[src/hdl/i2p_pkg.sv]
// shared types, codes and helper functions for the infix to postfix converter
package i2p_pkg;

   localparam int STACK_DEPTH_DEFAULT = 32;
   localparam int COUNT_W = 6;
   localparam int CODE_W = 3;
   localparam int SYM_W = 8;
   localparam int STATUS_W = 2;

   localparam logic [CODE_W-1:0] CODE_LPAREN = 3'd0;
   localparam logic [CODE_W-1:0] CODE_PLUS = 3'd1;
   localparam logic [CODE_W-1:0] CODE_MINUS = 3'd2;
   localparam logic [CODE_W-1:0] CODE_MUL = 3'd3;
   localparam logic [CODE_W-1:0] CODE_DIV = 3'd4;
   localparam logic [CODE_W-1:0] CODE_POW = 3'd5;
   localparam logic [CODE_W-1:0] CODE_NONE = 3'd0;

   localparam logic [SYM_W-1:0] CHAR_LPAREN = 8'h28;
   localparam logic [SYM_W-1:0] CHAR_RPAREN = 8'h29;
   localparam logic [SYM_W-1:0] CHAR_POW = 8'h5E;
   localparam logic [SYM_W-1:0] CHAR_PLUS = 8'h2B;
   localparam logic [SYM_W-1:0] CHAR_MINUS = 8'h2D;
   localparam logic [SYM_W-1:0] CHAR_MUL = 8'h2A;
   localparam logic [SYM_W-1:0] CHAR_DIV = 8'h2F;
   localparam logic [SYM_W-1:0] CHAR_LOWER_A = 8'h61;
   localparam logic [SYM_W-1:0] CHAR_LOWER_Z = 8'h7A;
   localparam logic [SYM_W-1:0] CHAR_UPPER_A = 8'h41;
   localparam logic [SYM_W-1:0] CHAR_UPPER_Z = 8'h5A;
   localparam logic [SYM_W-1:0] CHAR_ZERO = 8'h30;
   localparam logic [SYM_W-1:0] CHAR_NINE = 8'h39;
   localparam logic [SYM_W-1:0] CHAR_NUL = 8'h00;

   localparam logic [STATUS_W-1:0] STATUS_OK = 2'd0;
   localparam logic [STATUS_W-1:0] STATUS_OVERFLOW = 2'd1;
   localparam logic [STATUS_W-1:0] STATUS_UNMATCHED = 2'd2;

   typedef struct packed {
      logic command;
      logic [SYM_W-1:0] symbol;
   } req_payload_type;

   typedef struct packed {
      logic [SYM_W-1:0] out_symbol;
      logic symbol_valid;
      logic last_of_run;
      logic expression_done;
      logic [STATUS_W-1:0] status;
   } rsp_payload_type;

   typedef struct packed {
      logic push;
      logic pop;
      logic clear;
      logic [CODE_W-1:0] code;
   } stk_cmd_type;

   typedef struct packed {
      logic [COUNT_W-1:0] count;
      logic [CODE_W-1:0] top;
      logic [CODE_W-1:0] next;
   } stk_status_type;

   function automatic logic [SYM_W-1:0] code_char(input logic [CODE_W-1:0] code);
      logic [SYM_W-1:0] c;
      unique case (code)
         CODE_LPAREN: c = CHAR_LPAREN;
         CODE_PLUS:   c = CHAR_PLUS;
         CODE_MINUS:  c = CHAR_MINUS;
         CODE_MUL:    c = CHAR_MUL;
         CODE_DIV:    c = CHAR_DIV;
         CODE_POW:    c = CHAR_POW;
         default:     c = CHAR_NUL;
      endcase
      return c;
   endfunction

   function automatic logic [1:0] code_prec(input logic [CODE_W-1:0] code);
      logic [1:0] p;
      unique case (code)
         CODE_PLUS, CODE_MINUS: p = 2'd1;
         CODE_MUL, CODE_DIV:    p = 2'd2;
         CODE_POW:              p = 2'd3;
         default:               p = 2'd0;
      endcase
      return p;
   endfunction

   function automatic logic [CODE_W-1:0] op_code(input logic [SYM_W-1:0] c);
      logic [CODE_W-1:0] code;
      unique case (c)
         CHAR_PLUS:  code = CODE_PLUS;
         CHAR_MINUS: code = CODE_MINUS;
         CHAR_MUL:   code = CODE_MUL;
         CHAR_DIV:   code = CODE_DIV;
         CHAR_POW:   code = CODE_POW;
         default:    code = CODE_NONE;
      endcase
      return code;
   endfunction

   function automatic logic is_operand(input logic [SYM_W-1:0] c);
      return (c >= CHAR_LOWER_A && c <= CHAR_LOWER_Z) ||
             (c >= CHAR_UPPER_A && c <= CHAR_UPPER_Z) ||
             (c >= CHAR_ZERO && c <= CHAR_NINE);
   endfunction

   // true when the stacked operator leaves before the incoming one is pushed
   function automatic logic pops_before(input logic [CODE_W-1:0] incoming,
                                        input logic [CODE_W-1:0] stacked);
      logic [1:0] p;
      logic [1:0] tp;
      p = code_prec(incoming);
      tp = code_prec(stacked);
      return (stacked != CODE_LPAREN) &&
             ((p < tp) || ((p == tp) && (incoming != CODE_POW)));
   endfunction

endpackage

[src/hdl/i2p_if.sv]
// valid/ready channel interfaces for the request and response sides
interface i2p_req_if;
   logic valid;
   logic ready;
   logic command;
   logic [7:0] symbol;

   modport source (output valid, output command, output symbol, input ready);
   modport sink (input valid, input command, input symbol, output ready);
endinterface

interface i2p_rsp_if;
   logic valid;
   logic ready;
   logic [7:0] out_symbol;
   logic symbol_valid;
   logic last_of_run;
   logic expression_done;
   logic [1:0] status;

   modport source (output valid, output out_symbol, output symbol_valid,
                   output last_of_run, output expression_done, output status,
                   input ready);
   modport sink (input valid, input out_symbol, input symbol_valid,
                 input last_of_run, input expression_done, input status,
                 output ready);
endinterface

[src/hdl/infix_to_postfix_converter.sv]
// top level of the shunting-yard infix to postfix converter
//
// req_chan takes one infix character per transaction: command 0 processes
// symbol, command 1 ends the expression and flushes the operator stack.
// rsp_chan returns postfix characters one per transaction; last_of_run marks
// the final response caused by a request, and the end command closes with a
// done response carrying status (ok, stack overflow, unmatched ')').
// Operands are latched when accepted and sent from the EMIT state. '(' and
// ignored characters finish in the accepting cycle. An operator or ')' pops
// the stack, a single stack pop per cycle while the response register can
// take one, and then pushes the operator or drops the matching '('. The end
// command pops each stacked entry as a response, then sends the done
// response. req_chan.ready is high only while the sequencer is idle.
// The top stack entry and the one below it sit in registers, the rest in a
// memory with a registered read kept one entry ahead of the top.
// Responses sit in one output register; while rsp_chan stalls the sequencer
// waits at its next response with req_chan.ready low, though requests that
// cause no response are still taken while idle. Reset empties the stack,
// clears the sticky error and drops any pending response; no clearing pass
// is needed.
module infix_to_postfix_converter #(
   parameter int STACK_DEPTH = i2p_pkg::STACK_DEPTH_DEFAULT
) (
   input logic       clock,
   input logic       reset,
   i2p_req_if.sink   req_chan,
   i2p_rsp_if.source rsp_chan
);
   import i2p_pkg::*;

   stk_cmd_type stk_cmd;
   stk_status_type stk_status;

   i2p_seq #(
      .STACK_DEPTH(STACK_DEPTH)
   ) u_seq (
      .clock(clock),
      .reset(reset),
      .req_chan(req_chan),
      .rsp_chan(rsp_chan),
      .stk_cmd(stk_cmd),
      .stk_status(stk_status)
   );

   i2p_stack #(
      .STACK_DEPTH(STACK_DEPTH)
   ) u_stack (
      .clock(clock),
      .reset(reset),
      .cmd(stk_cmd),
      .status(stk_status)
   );

endmodule

[src/hdl/i2p_stack.sv]
// operator stack: top entry in a register, the rest in a memory with a registered read
module i2p_stack #(
   parameter int STACK_DEPTH = i2p_pkg::STACK_DEPTH_DEFAULT
) (
   input  logic                   clock,
   input  logic                   reset,
   input  i2p_pkg::stk_cmd_type    cmd,
   output i2p_pkg::stk_status_type status
);
   import i2p_pkg::*;

   localparam int ADDR_W = $clog2(STACK_DEPTH);

   logic [CODE_W-1:0] mem [STACK_DEPTH];
   logic [COUNT_W-1:0] count_ff, count_in;
   logic [CODE_W-1:0] top_ff, top_in;
   logic [CODE_W-1:0] next_ff;
   logic wr_en;
   logic [ADDR_W-1:0] wr_ptr;
   logic [ADDR_W-1:0] rd_ptr;
   logic [COUNT_W-1:0] wr_sum;
   logic [COUNT_W-1:0] rd_sum;

   always_comb begin
      count_in = count_ff;
      top_in = top_ff;
      if (cmd.clear) begin
         count_in = '0;
      end else if (cmd.push) begin
         count_in = count_ff + COUNT_W'(1);
         top_in = cmd.code;
      end else if (cmd.pop) begin
         count_in = count_ff - COUNT_W'(1);
         top_in = next_ff;
      end
   end

   // old top moves into memory on a push
   assign wr_en = cmd.push && !cmd.clear && (count_ff != '0);
   assign wr_sum = count_ff - COUNT_W'(1);
   assign wr_ptr = wr_sum[ADDR_W-1:0];
   assign rd_sum = count_in - COUNT_W'(2);
   assign rd_ptr = rd_sum[ADDR_W-1:0];

   always_ff @(posedge clock) begin
      if (wr_en) begin
         mem[wr_ptr] <= top_ff;
      end
   end

   // second entry from the top, with bypass of the entry being written
   always_ff @(posedge clock) begin
      if (wr_en) begin
         next_ff <= top_ff;
      end else begin
         next_ff <= mem[rd_ptr];
      end
   end

   always_ff @(posedge clock) begin
      top_ff <= top_in;
   end

   always_ff @(posedge clock) begin
      if (reset) begin
         count_ff <= '0;
      end else begin
         count_ff <= count_in;
      end
   end

   assign status.count = count_ff;
   assign status.top = top_ff;
   assign status.next = next_ff;

endmodule

[src/hdl/i2p_seq.sv]
// sequencer: decodes each character, drives stack pops and pushes, holds the response register
module i2p_seq #(
   parameter int STACK_DEPTH = i2p_pkg::STACK_DEPTH_DEFAULT
) (
   input  logic                    clock,
   input  logic                    reset,
   i2p_req_if.sink                 req_chan,
   i2p_rsp_if.source               rsp_chan,
   output i2p_pkg::stk_cmd_type     stk_cmd,
   input  i2p_pkg::stk_status_type  stk_status
);
   import i2p_pkg::*;

   localparam logic [2:0] ST_IDLE = 3'd0;
   localparam logic [2:0] ST_EMIT = 3'd1;
   localparam logic [2:0] ST_CLOSE = 3'd2;
   localparam logic [2:0] ST_OPER = 3'd3;
   localparam logic [2:0] ST_FLUSH = 3'd4;

   logic [2:0] state_ff, state_in;
   logic [STATUS_W-1:0] err_ff, err_in;
   logic [SYM_W-1:0] sym_ff, sym_in;
   logic [CODE_W-1:0] op_ff, op_in;
   logic rsp_valid_ff, rsp_valid_in;
   rsp_payload_type rsp_ff, rsp_in;
   logic can_emit;
   logic emit;
   rsp_payload_type emit_data;
   logic stack_full;
   logic two_or_more;

   assign can_emit = !rsp_valid_ff || rsp_chan.ready;
   assign stack_full = stk_status.count >= COUNT_W'(STACK_DEPTH);
   assign two_or_more = stk_status.count >= COUNT_W'(2);
   assign req_chan.ready = (state_ff == ST_IDLE);

   always_comb begin
      state_in = state_ff;
      err_in = err_ff;
      sym_in = sym_ff;
      op_in = op_ff;
      stk_cmd = '0;
      emit = 1'b0;
      emit_data.out_symbol = CHAR_NUL;
      emit_data.symbol_valid = 1'b1;
      emit_data.last_of_run = 1'b0;
      emit_data.expression_done = 1'b0;
      emit_data.status = err_ff;
      unique case (state_ff)
         ST_IDLE: begin
            if (req_chan.valid) begin
               sym_in = req_chan.symbol;
               op_in = op_code(req_chan.symbol);
               if (req_chan.command) begin
                  state_in = ST_FLUSH;
               end else if (err_ff == STATUS_OK) begin
                  priority if (is_operand(req_chan.symbol)) begin
                     state_in = ST_EMIT;
                  end else if (req_chan.symbol == CHAR_LPAREN) begin
                     if (stack_full) begin
                        err_in = STATUS_OVERFLOW;
                     end else begin
                        stk_cmd.push = 1'b1;
                        stk_cmd.code = CODE_LPAREN;
                     end
                  end else if (req_chan.symbol == CHAR_RPAREN) begin
                     state_in = ST_CLOSE;
                  end else if (op_code(req_chan.symbol) != CODE_NONE) begin
                     state_in = ST_OPER;
                  end else begin
                     state_in = ST_IDLE;
                  end
               end
            end
         end
         ST_EMIT: begin
            if (can_emit) begin
               emit = 1'b1;
               emit_data.out_symbol = sym_ff;
               emit_data.last_of_run = 1'b1;
               state_in = ST_IDLE;
            end
         end
         ST_CLOSE: begin
            if (stk_status.count == '0) begin
               err_in = STATUS_UNMATCHED;
               state_in = ST_IDLE;
            end else if (stk_status.top == CODE_LPAREN) begin
               stk_cmd.pop = 1'b1;
               state_in = ST_IDLE;
            end else if (can_emit) begin
               emit = 1'b1;
               emit_data.out_symbol = code_char(stk_status.top);
               emit_data.last_of_run = !two_or_more || (stk_status.next == CODE_LPAREN);
               stk_cmd.pop = 1'b1;
            end
         end
         ST_OPER: begin
            if ((stk_status.count != '0) && pops_before(op_ff, stk_status.top)) begin
               if (can_emit) begin
                  emit = 1'b1;
                  emit_data.out_symbol = code_char(stk_status.top);
                  emit_data.last_of_run = !(two_or_more && pops_before(op_ff, stk_status.next));
                  stk_cmd.pop = 1'b1;
               end
            end else begin
               if (stack_full) begin
                  err_in = STATUS_OVERFLOW;
               end else begin
                  stk_cmd.push = 1'b1;
                  stk_cmd.code = op_ff;
               end
               state_in = ST_IDLE;
            end
         end
         ST_FLUSH: begin
            if (can_emit) begin
               emit = 1'b1;
               if (stk_status.count != '0) begin
                  emit_data.out_symbol = code_char(stk_status.top);
                  stk_cmd.pop = 1'b1;
               end else begin
                  emit_data.symbol_valid = 1'b0;
                  emit_data.last_of_run = 1'b1;
                  emit_data.expression_done = 1'b1;
                  stk_cmd.clear = 1'b1;
                  err_in = STATUS_OK;
                  state_in = ST_IDLE;
               end
            end
         end
         default: begin
            state_in = ST_IDLE;
         end
      endcase
   end

   always_comb begin
      rsp_valid_in = rsp_valid_ff;
      rsp_in = rsp_ff;
      if (emit) begin
         rsp_valid_in = 1'b1;
         rsp_in = emit_data;
      end else if (rsp_chan.ready) begin
         rsp_valid_in = 1'b0;
      end
   end

   always_ff @(posedge clock) begin
      if (reset) begin
         state_ff <= ST_IDLE;
         err_ff <= STATUS_OK;
         rsp_valid_ff <= 1'b0;
      end else begin
         state_ff <= state_in;
         err_ff <= err_in;
         rsp_valid_ff <= rsp_valid_in;
      end
   end

   always_ff @(posedge clock) begin
      sym_ff <= sym_in;
      op_ff <= op_in;
      rsp_ff <= rsp_in;
   end

   assign rsp_chan.valid = rsp_valid_ff;
   assign rsp_chan.out_symbol = rsp_ff.out_symbol;
   assign rsp_chan.symbol_valid = rsp_ff.symbol_valid;
   assign rsp_chan.last_of_run = rsp_ff.last_of_run;
   assign rsp_chan.expression_done = rsp_ff.expression_done;
   assign rsp_chan.status = rsp_ff.status;

endmodule

[src/flat_wrapper.sv]
// flat-port wrapper written by rule: the top's interface ports become plain ports
module infix_to_postfix_converter_flat import i2p_pkg::*;
#(
   parameter int STACK_DEPTH = i2p_pkg::STACK_DEPTH_DEFAULT
)
  (clock, reset, req_chan_valid, req_chan_command, req_chan_symbol, req_chan_ready, rsp_chan_valid, rsp_chan_out_symbol, rsp_chan_symbol_valid, rsp_chan_last_of_run, rsp_chan_expression_done, rsp_chan_status, rsp_chan_ready);
  i2p_req_if req_chan_i ();
  i2p_rsp_if rsp_chan_i ();
  input logic clock;
  input logic reset;
  input wire logic [$bits(req_chan_i.valid)-1:0] req_chan_valid;
  input wire logic [$bits(req_chan_i.command)-1:0] req_chan_command;
  input wire logic [$bits(req_chan_i.symbol)-1:0] req_chan_symbol;
  output wire logic [$bits(req_chan_i.ready)-1:0] req_chan_ready;
  output wire logic [$bits(rsp_chan_i.valid)-1:0] rsp_chan_valid;
  output wire logic [$bits(rsp_chan_i.out_symbol)-1:0] rsp_chan_out_symbol;
  output wire logic [$bits(rsp_chan_i.symbol_valid)-1:0] rsp_chan_symbol_valid;
  output wire logic [$bits(rsp_chan_i.last_of_run)-1:0] rsp_chan_last_of_run;
  output wire logic [$bits(rsp_chan_i.expression_done)-1:0] rsp_chan_expression_done;
  output wire logic [$bits(rsp_chan_i.status)-1:0] rsp_chan_status;
  input wire logic [$bits(rsp_chan_i.ready)-1:0] rsp_chan_ready;
  assign req_chan_i.valid = req_chan_valid;
  assign req_chan_i.command = req_chan_command;
  assign req_chan_i.symbol = req_chan_symbol;
  assign req_chan_ready = req_chan_i.ready;
  assign rsp_chan_valid = rsp_chan_i.valid;
  assign rsp_chan_out_symbol = rsp_chan_i.out_symbol;
  assign rsp_chan_symbol_valid = rsp_chan_i.symbol_valid;
  assign rsp_chan_last_of_run = rsp_chan_i.last_of_run;
  assign rsp_chan_expression_done = rsp_chan_i.expression_done;
  assign rsp_chan_status = rsp_chan_i.status;
  assign rsp_chan_i.ready = rsp_chan_ready;
  infix_to_postfix_converter #(.STACK_DEPTH(STACK_DEPTH)) u_core (.clock(clock), .reset(reset), .req_chan(req_chan_i), .rsp_chan(rsp_chan_i));
endmodule
[config.mk]
export PLATFORM = sky130hd
export DESIGN_NAME = infix_to_postfix_converter_flat
export DESIGN_NICKNAME = d
export VERILOG_FILES = /design/src/hdl/i2p_pkg.sv /design/src/hdl/i2p_if.sv /design/src/hdl/infix_to_postfix_converter.sv /design/src/hdl/i2p_stack.sv /design/src/hdl/i2p_seq.sv /design/src/flat_wrapper.sv
export SDC_FILE = /design/constraint.sdc
export NUM_CORES = 1
export LEC_CHECK = 0
export ABC_AREA = 1
export BUFFER_PORTS_ARGS = -buffer_cell sky130_fd_sc_hd__buf_2
export CAP_MARGIN = 30
export CORE_ASPECT_RATIO = 1.75
export CORE_UTILIZATION = 65
export CTS_CLUSTER_SIZE = 25
export DETAILED_ROUTE_END_ITERATION = 16
export GPL_ROUTABILITY_DRIVEN = 1
export GPL_TIMING_DRIVEN = 0
export PLACE_DENSITY = 0.83
export SYNTH_ARGS = -nofsm -noshare
export SYNTH_HDL_FRONTEND = slang
export SYNTH_SLANG_ARGS = --single-unit
[constraint.sdc]
create_clock -name clock -period 4.55 [get_ports clock]
set_input_delay 0.455 -clock clock [delete_from_list [all_inputs] [get_ports clock]]
set_output_delay 0.455 -clock clock [all_outputs]
set_load 0.02 [all_outputs]
After elaboration in Yosys (flattened, before gate mapping)

Memories as Yosys holds them, arrays and structs flattened. A register that Yosys moved wholly into a read port is not among the register bits.
Index checks and enable logic that the tools add are counted.

Logic and storage cells: 208
Memories: 1
Memory bits (writable): 96
Output and inout bits: 15
Bits of input ports: 13
Register bits after elaboration: 39

Memory list:

| memory             | depth | width | read ports | clocked after memory_dff | write ports | RTL line        | source |
|---|---|---|---|---|---|---|---|
| u_core.u_stack.mem | 32    | 3     | 1          | 1                        | 1           | i2p_stack.sv:14 | `logic [CODE_W-1:0] mem [STACK_DEPTH];` |

Equal/unequal tests: 42
Bitwise gates (word level): 1
Magnitude comparators: 10
Reduce and logical (&&, ||, !) cells: 45
Mux-type cells: 94
Add/subtract/negate cells: 3

Operators with widths:

| cell                 | count |
|---|---|
| $mux W3              | 25 |
| $eq A8 B6 Y1 const B | 6 |
| $pmux W7 S6          | 1 |
| $mux W2              | 20 |
| $pmux W7 S5          | 1 |
| $mux W8              | 4 |
| $pmux W8 S4          | 1 |
| $pmux W3 S5          | 2 |
| $mux W1              | 25 |
| $eq A3 B2 Y1 const B | 8 |
| $eq A3 B3 Y1 const B | 7 |
| $mux W7              | 3 |
| $mux W6              | 3 |
| $pmux W2 S3          | 3 |
| $ge A8 B7 Y1 const B | 2 |
| $le A8 B7 Y1 const B | 2 |
| $ne A2 B2 Y1 const B | 8 |
| $reduce_or A2 Y1     | 7 |
| $eq A3 B1 Y1 const B | 4 |
| $logic_and A1 B1 Y1  | 11 |
| $mux W11             | 1 |
| $reduce_and A10 Y1   | 1 |
| $logic_not A3 Y1     | 3 |
| $reduce_bool A3 Y1   | 3 |
| 28 further kinds     | 44 |

Longest topological paths before layout

Word-level depth: 20
Mapped depth: 21
Depth with buffers taken out: 19

Cells and area by module

A second synthesis with hierarchy kept.

Cell total of the unflattened synthesis: 719
Area total of the unflattened synthesis: 6,739.0 µm²

By module, submodules not included:

| module    | instances | area an instance (µm²) | seq. area each (µm²) | cells an instance |
|---|---|---|---|---|
| i2p_stack | 1         | 4,875.9                | 3,193.1              | 474 |
| i2p_seq   | 1         | 1,863.0                | 840.8                | 245 |

Least setup slack after synthesis

Ideal clock, no wire load.

Path kind: register -> register
From: reg u_core.u_stack.top_ff[1]
To: reg u_core.u_seq.rsp_ff, in the netlist u_core.u_seq.rsp_chan.expression_done (enable)
Cell stages (with the launch flop): 11
Clock period less this slack: 2.967 ns
Arrival time: 2.574 ns
Slack: 1.583 ns
Library setup time: 0.392 ns
Buffers on the path: 1
Data required time: 4.158 ns
Path through: edfxtp_1 -> buf_2 -> nand2_1 -> inv_1 -> o21ai_0 -> ha_1 -> inv_1 -> nor2_1 -> nand2_1 -> nand4_2 -> a31oi_1

Word-level cells in the longest chain between the ends: 11
Elaborated cells on any way between the ends: 21
Classes of those cells: order compare (1); eq/ne (6); mux (6); reduce/logical (8)

RTL lines:

| what                                       | RTL line        | source |
|---|---|---|
| start: declaration                         | i2p_stack.sv:16 | `logic [CODE_W-1:0] top_ff, top_in;` |
| start signal: assignment                   | i2p_stack.sv:61 | `top_ff <= top_in;` |
| $eq A3 B3 Y1, or another cell as far along | i2p_pkg.sv:79   | `unique case (code)` |
| $reduce_or A2 Y1                           | i2p_pkg.sv:79   |  |
| $pmux W2 S3                                | i2p_pkg.sv:79   |  |
| $mux W2                                    | i2p_seq.sv:49   | `unique case (state_ff)` |
| $eq A2 B2 Y1                               | i2p_pkg.sv:115  | `((p < tp) \|\| ((p == tp) && (incoming != CODE_POW)));` |
| $logic_and A1 B1 Y1                        | i2p_pkg.sv:115  |  |
| $logic_or A1 B1 Y1                         | i2p_pkg.sv:115  |  |
| $logic_and A1 B1 Y1                        | i2p_pkg.sv:114  | `return (stacked != CODE_LPAREN) &&` |
| $logic_and A1 B1 Y1                        | i2p_seq.sv:99   | `if ((stk_status.count != '0) && pops_before(op_ff, stk_status.top)) begin` |
| $mux W1                                    | i2p_seq.sv:99   |  |
| $pmux W1 S3 (*)                            | i2p_seq.sv:49   |  |
| named net u_core.u_seq.emit                | i2p_seq.sv:27   | `logic emit;` |
| end signal: assignment                     | i2p_seq.sv:164  | `rsp_ff <= rsp_in;` |
| end: declaration                           | i2p_seq.sv:25   | `rsp_payload_type rsp_ff, rsp_in;` |

Mark *: on every way through the listed nets, which the timed path passes. The rest lies on a longest branch. The select of a mux whose other input is x is not followed.
A chain may end at the register's enable or synchronous reset.

Worst setup path after layout

From: reg u_core.u_stack.top_ff[1]
To: mem u_core.u_stack.mem[11][1] (enable)

Word-level cells in the longest chain between the ends: 15
Elaborated cells on any way between the ends: 22
Classes of those cells: order compare (1); eq/ne (6); mux (6); reduce/logical (9)

RTL lines:

| what                                       | RTL line        | source |
|---|---|---|
| $eq A3 B3 Y1, or another cell as far along | i2p_pkg.sv:79   |  |
| $reduce_or A2 Y1                           | i2p_pkg.sv:79   |  |
| $pmux W2 S3                                | i2p_pkg.sv:79   |  |
| $mux W2                                    | i2p_seq.sv:49   |  |
| $eq A2 B2 Y1                               | i2p_pkg.sv:115  |  |
| $logic_and A1 B1 Y1                        | i2p_pkg.sv:115  |  |
| $logic_or A1 B1 Y1                         | i2p_pkg.sv:115  |  |
| $logic_and A1 B1 Y1 (*)                    | i2p_pkg.sv:114  |  |
| $logic_and A1 B1 Y1 (*)                    | i2p_seq.sv:99   |  |
| $mux W1 (*)                                | i2p_seq.sv:99   |  |
| $pmux W1 S2 (*)                            | i2p_seq.sv:49   |  |
| $logic_and A1 B1 Y1 (*) (2 in a row)       | i2p_stack.sv:39 | `assign wr_en = cmd.push && !cmd.clear && (count_ff != '0);` |
| $mux W1 (*)                                | i2p_stack.sv:46 | `if (wr_en) begin` |
| $mux W1 (implied by the code) (*)          | i2p_stack.sv:47 | `mem[wr_ptr] <= top_ff;` |
| end: declaration                           | i2p_stack.sv:14 |  |

Mark *: on every way between the ends. The rest lies on a longest branch, timed or not. The select of a mux whose other input is x is not followed.

==> flow_results.org <==
** Status
- Outcome :: complete, no violations

** STA
- The final critical path takes up between 80% and 90% of the cycle.
- Derived from the worst setup path, the maximum achievable clock frequency is 255 MHz.
- In this run the tightest slew margin relative to its limit is 28.4%.
- Setup Viol. Count Final :: 0
- Final count of hold timing violations :: 0
- For the pin with the worst max-slew slack, the measured transition is 1.07 ns.
- Final-layout setup total negative slack :: 0 ns
- The final max-slew violation count was 0.
- Worst setup skew after layout :: 0.00494 ns
- Setup repair after global routing left no endpoint under its margin.
- The worst path meets setup with ~0.62 ns of slack.
- After layout, the minimum clock period comes to 3.93 ns.

** Flow run
- Max-cap viol count :: 0

** Die
- The die is between 70 and 80 um wide.
- Core ar. :: between 9000 and 10000 um2
- Number of ports placed on the die boundary :: 28
- The floorplan has 48 rows.
- The die covers around 11000 um2.
- Die boundary height :: 137 um
- Once the floorplan was initialized, standard cells occupied about two thirds of the core.

** Placement
- Post-detail-place hpwl :: between 10 and 15 mm
- The placed instances occupy a cell area of 7080 um2.
- Placement Setup Slack :: 0.726 ns
- GPL Wtd Cong :: about 0.97
- During placement, the flow inserted port buffers numbering 26.

** Clock network
- Once the clock tree was built, the resizer swapped 0 gates to a different size.
- TritonCTS built the clock tree.
- In this run, post-CTS hold repair placed 0 buffers.
- The clock reaches the later pin of the worst-skew pair after 0.42 ns.
- After clock tree synthesis, the clock-pin slew on the worst setup and hold paths is 0.06 ns.
- Clock Root Buffer :: clkbuf_16
- Buffers inserted during clock tree synthesis total 17.
- Clock sink count :: 140
- Largest buffer count on any clock path :: 2
- H-tree depth :: 4
- Setup Buffers After CTS :: 0

** Cells and area
- After the last flow step, the layout net total stands at ~770.
- With fillers left out, the area of the finished cells amounts to 7610 um2.
- Fraction of final layout cells with drive strength greater than 1 :: 15.3%
- The number of antenna diodes in the final layout is 0.
- Relative to the synthesized area, the layout overhead comes to 12.8%.
- For this run, the share of the core covered by cells in the final layout is 76.3%.

** Synth
- In this run the cell area of the synthesized design comes to 6750 um2.
- Number of standard cells after synthesis :: 706
- The synthesized design devotes to its leading area cell type 54.7% of total area.
- Of the synthesized area, sequential elements account for 59.8%.
- Ranked by total cell area, the synthesized netlist is headed by edfxtp_1 (55%), nand2_1 (11%), nand3_1 (7.6%).
- Counting flops with a built-in enable in the synthesized netlist gives 123.
- Synthesis produced a netlist with a net count of 727.
- Total of flip-flops plus latches after synthesis :: 140
- Top-count cell post-synth :: nand2_1
- Ys flop type :: edfxtp_1
- After synthesis, the most frequently instantiated cells are nand2_1 (200), edfxtp_1 (123), nand3_1 (103), nor2_1 (69), inv_1 (57).
- In this run the mean area of a mapped cell was 9.56 um2.
- Number of distinct library cells after synthesis :: 42
- In the synthesized netlist the async set-or-reset flop fraction comes to 0%.
- For this run, the number of Yosys warnings is 0.
- Leading area contributor after synthesis :: edfxtp_1

** Detailed routing
- Summing over every cut layer, the via total after detailed routing is 5497.
- Remaining DRCs :: 0
- After detailed routing, the number of vias per cell comes to ~6.2.
- The detailed router finished its first iteration with 721 violations.
- Once detail routing completed, the nets flagged for antenna violations numbered 0.
- The first TritonRoute pass finished after 6 iterations.
- The final layout contains routed wiring with a total length of 17.2 mm.
- After detailed routing, the average wire length per cell comes to 19.4 um.

** Power
- Summed over all nets, the switching power comes to 1.70 mW.
- Share of total power in the clock network :: 27.3%
- VDD sags by at most 0.463 mV.
- Sequential share of power :: 40.6%
- Of the total power, combinational logic draws about a third.
- Leakage Power :: 3.12 nW
- Switching fraction of total power :: 37.6%
- Int Power :: approximately 2.8 mW
- Power per cell area :: 593 nW/um2

** Worst setup path
- The worst setup path is launched from a flip-flop.
- Critical path class :: reg2reg
- CP Capture Type :: flip-flop
- Critical path fanouts, max :: 33
- Critical path data arrival time :: 3.99 ns
- Data on the critical path is required at its endpoint by roughly 4.6 ns.

** Min path
- The min-delay analysis places its worst path in the category in2reg.

** Global routing
- The initial antenna violation count was 0.
- Vias in the first global route :: 5572
- Entering global routing, the biggest net connects 34 pins.
- The total overflow left after global routing is 0.
- GR Util All Layers :: 34.9%
- First-pass GRT wire length :: 27.1 mm
[state kept, by name, indices dropped and copies added, names as in the netlist, 2 cells and up, named ones only]
name,flops
u_core.u_stack.mem,96
u_core.u_seq.rsp_chan.out_symbol,8
u_core.u_seq.sym_ff,8
u_core.u_stack.count_ff,6
u_core.u_seq.op_ff,3
u_core.u_seq.state_ff,3
u_core.u_stack.top_ff,3
u_core.u_seq.err_ff,2
u_core.u_seq.rsp_chan.status,2
[power groups by stage]
stage	Combinational [mW]	Clock (mW)	Sequential, mW
final	1.45	1.23	1.83
after detailed placement	1.40	0	1.85
after global routing	1.59	1.27	1.85
after global placement	1.28	0	1.88
after floorplan	0.887	0	1.91
after CTS	1.42	1.22	1.83
[area by class of cell]
class                      instances  area [um2]
timing repair buffer              28         173
clock inverter                    14        98.8
multi-input combinational        477        2320
fill                             652        2360
sequential                       140        4030
clock buffer                      18         429
buffer                            22         149
inverter                          67         254
tap                              125         156
[kinds of logic after synthesis]
| family | synth area share, % |
|---|---|
| xor gates and xnor gates | 0.909 |
| buffers and inverters | 5.97 |
| and+or+nand+nor | 27.9 |
| AOI/OAI and AO/OA | 4.01 |
| DFF | 59.8 |
| adders and majority gates | 1.48 |
[worst max-delay path, cell delays in order, from the launching register on]
cell,delay [ns]
edfxtp_1,1.06
buf_2,0.34
nand2_1,0.10
inv_1,0.10
o21ai_0,0.09
ha_1,0.32
inv_1,0.05
nor2_1,0.11
nand2_1,0.11
nand3_2,0.10
nand3_4,0.11
nand2_8,0.14
inv_4,0.07
nor2_8,0.10
inv_2,0.06
nor2_4,0.10
nand2_2,0.08
nor3_1,0.51
[placed cells by master (no fill, tap or decap), drive strengths merged, types with 2 or more instances in the layout]
master / instances
nor2: 78
a211oi: 2
nand4: 6
nand2: 209
clkbuf: 20
xor2: 5
ha: 8
o211ai: 6
a31oi: 2
nor4: 3
clkinv: 4
inv: 69
nand3: 107
o21ai: 20
edfxtp: 123
clkinvlp: 8
dfxtp: 17
nor3: 11
o22ai: 3
xnor2: 2
buf: 48
a21oi: 13
[metrics by stage]
stage                     hold slack (ns)  cells  power (mW)
after floorplan                     0.426    706        2.79
after global placement              0.441    857        3.16
after detailed placement            0.452    859        3.25
after global routing                0.252    891        4.71
after CTS                           0.256    891        4.47
final                               0.259    891        4.51
[path summary, 6_finish.rpt]
check,cells after the start,slack (ns),start,to
max,17,0.62,u_core.u_stack.top_ff[1]$_DFFE_PP_,u_core.u_stack.mem[11][1]$_DFFE_PP_
min,1,0.26,req_chan_symbol[5],u_core.u_seq.sym_ff[5]$_DFFE_PP_
max reg2reg,17,0.62,u_core.u_stack.top_ff[1]$_DFFE_PP_,u_core.u_stack.mem[11][1]$_DFFE_PP_
min reg2reg,0,0.47,u_core.u_seq.err_ff[1]$_SDFFE_PP0P_,u_core.u_seq.rsp_chan.status[1]$_DFFE_PP_
[metal layers]
metal / track usage, % / share of wire (%) / wire (um)
met2: 65.9 / 56 / 9680
met3: 7.33 / 7.3 / 1260
met5: 0 / 0 / 0
met4: 24.4 / 6.6 / 1140
met1: 32.1 / 30 / 5160
No activity file was read; power rests on OpenSTA's default activity.
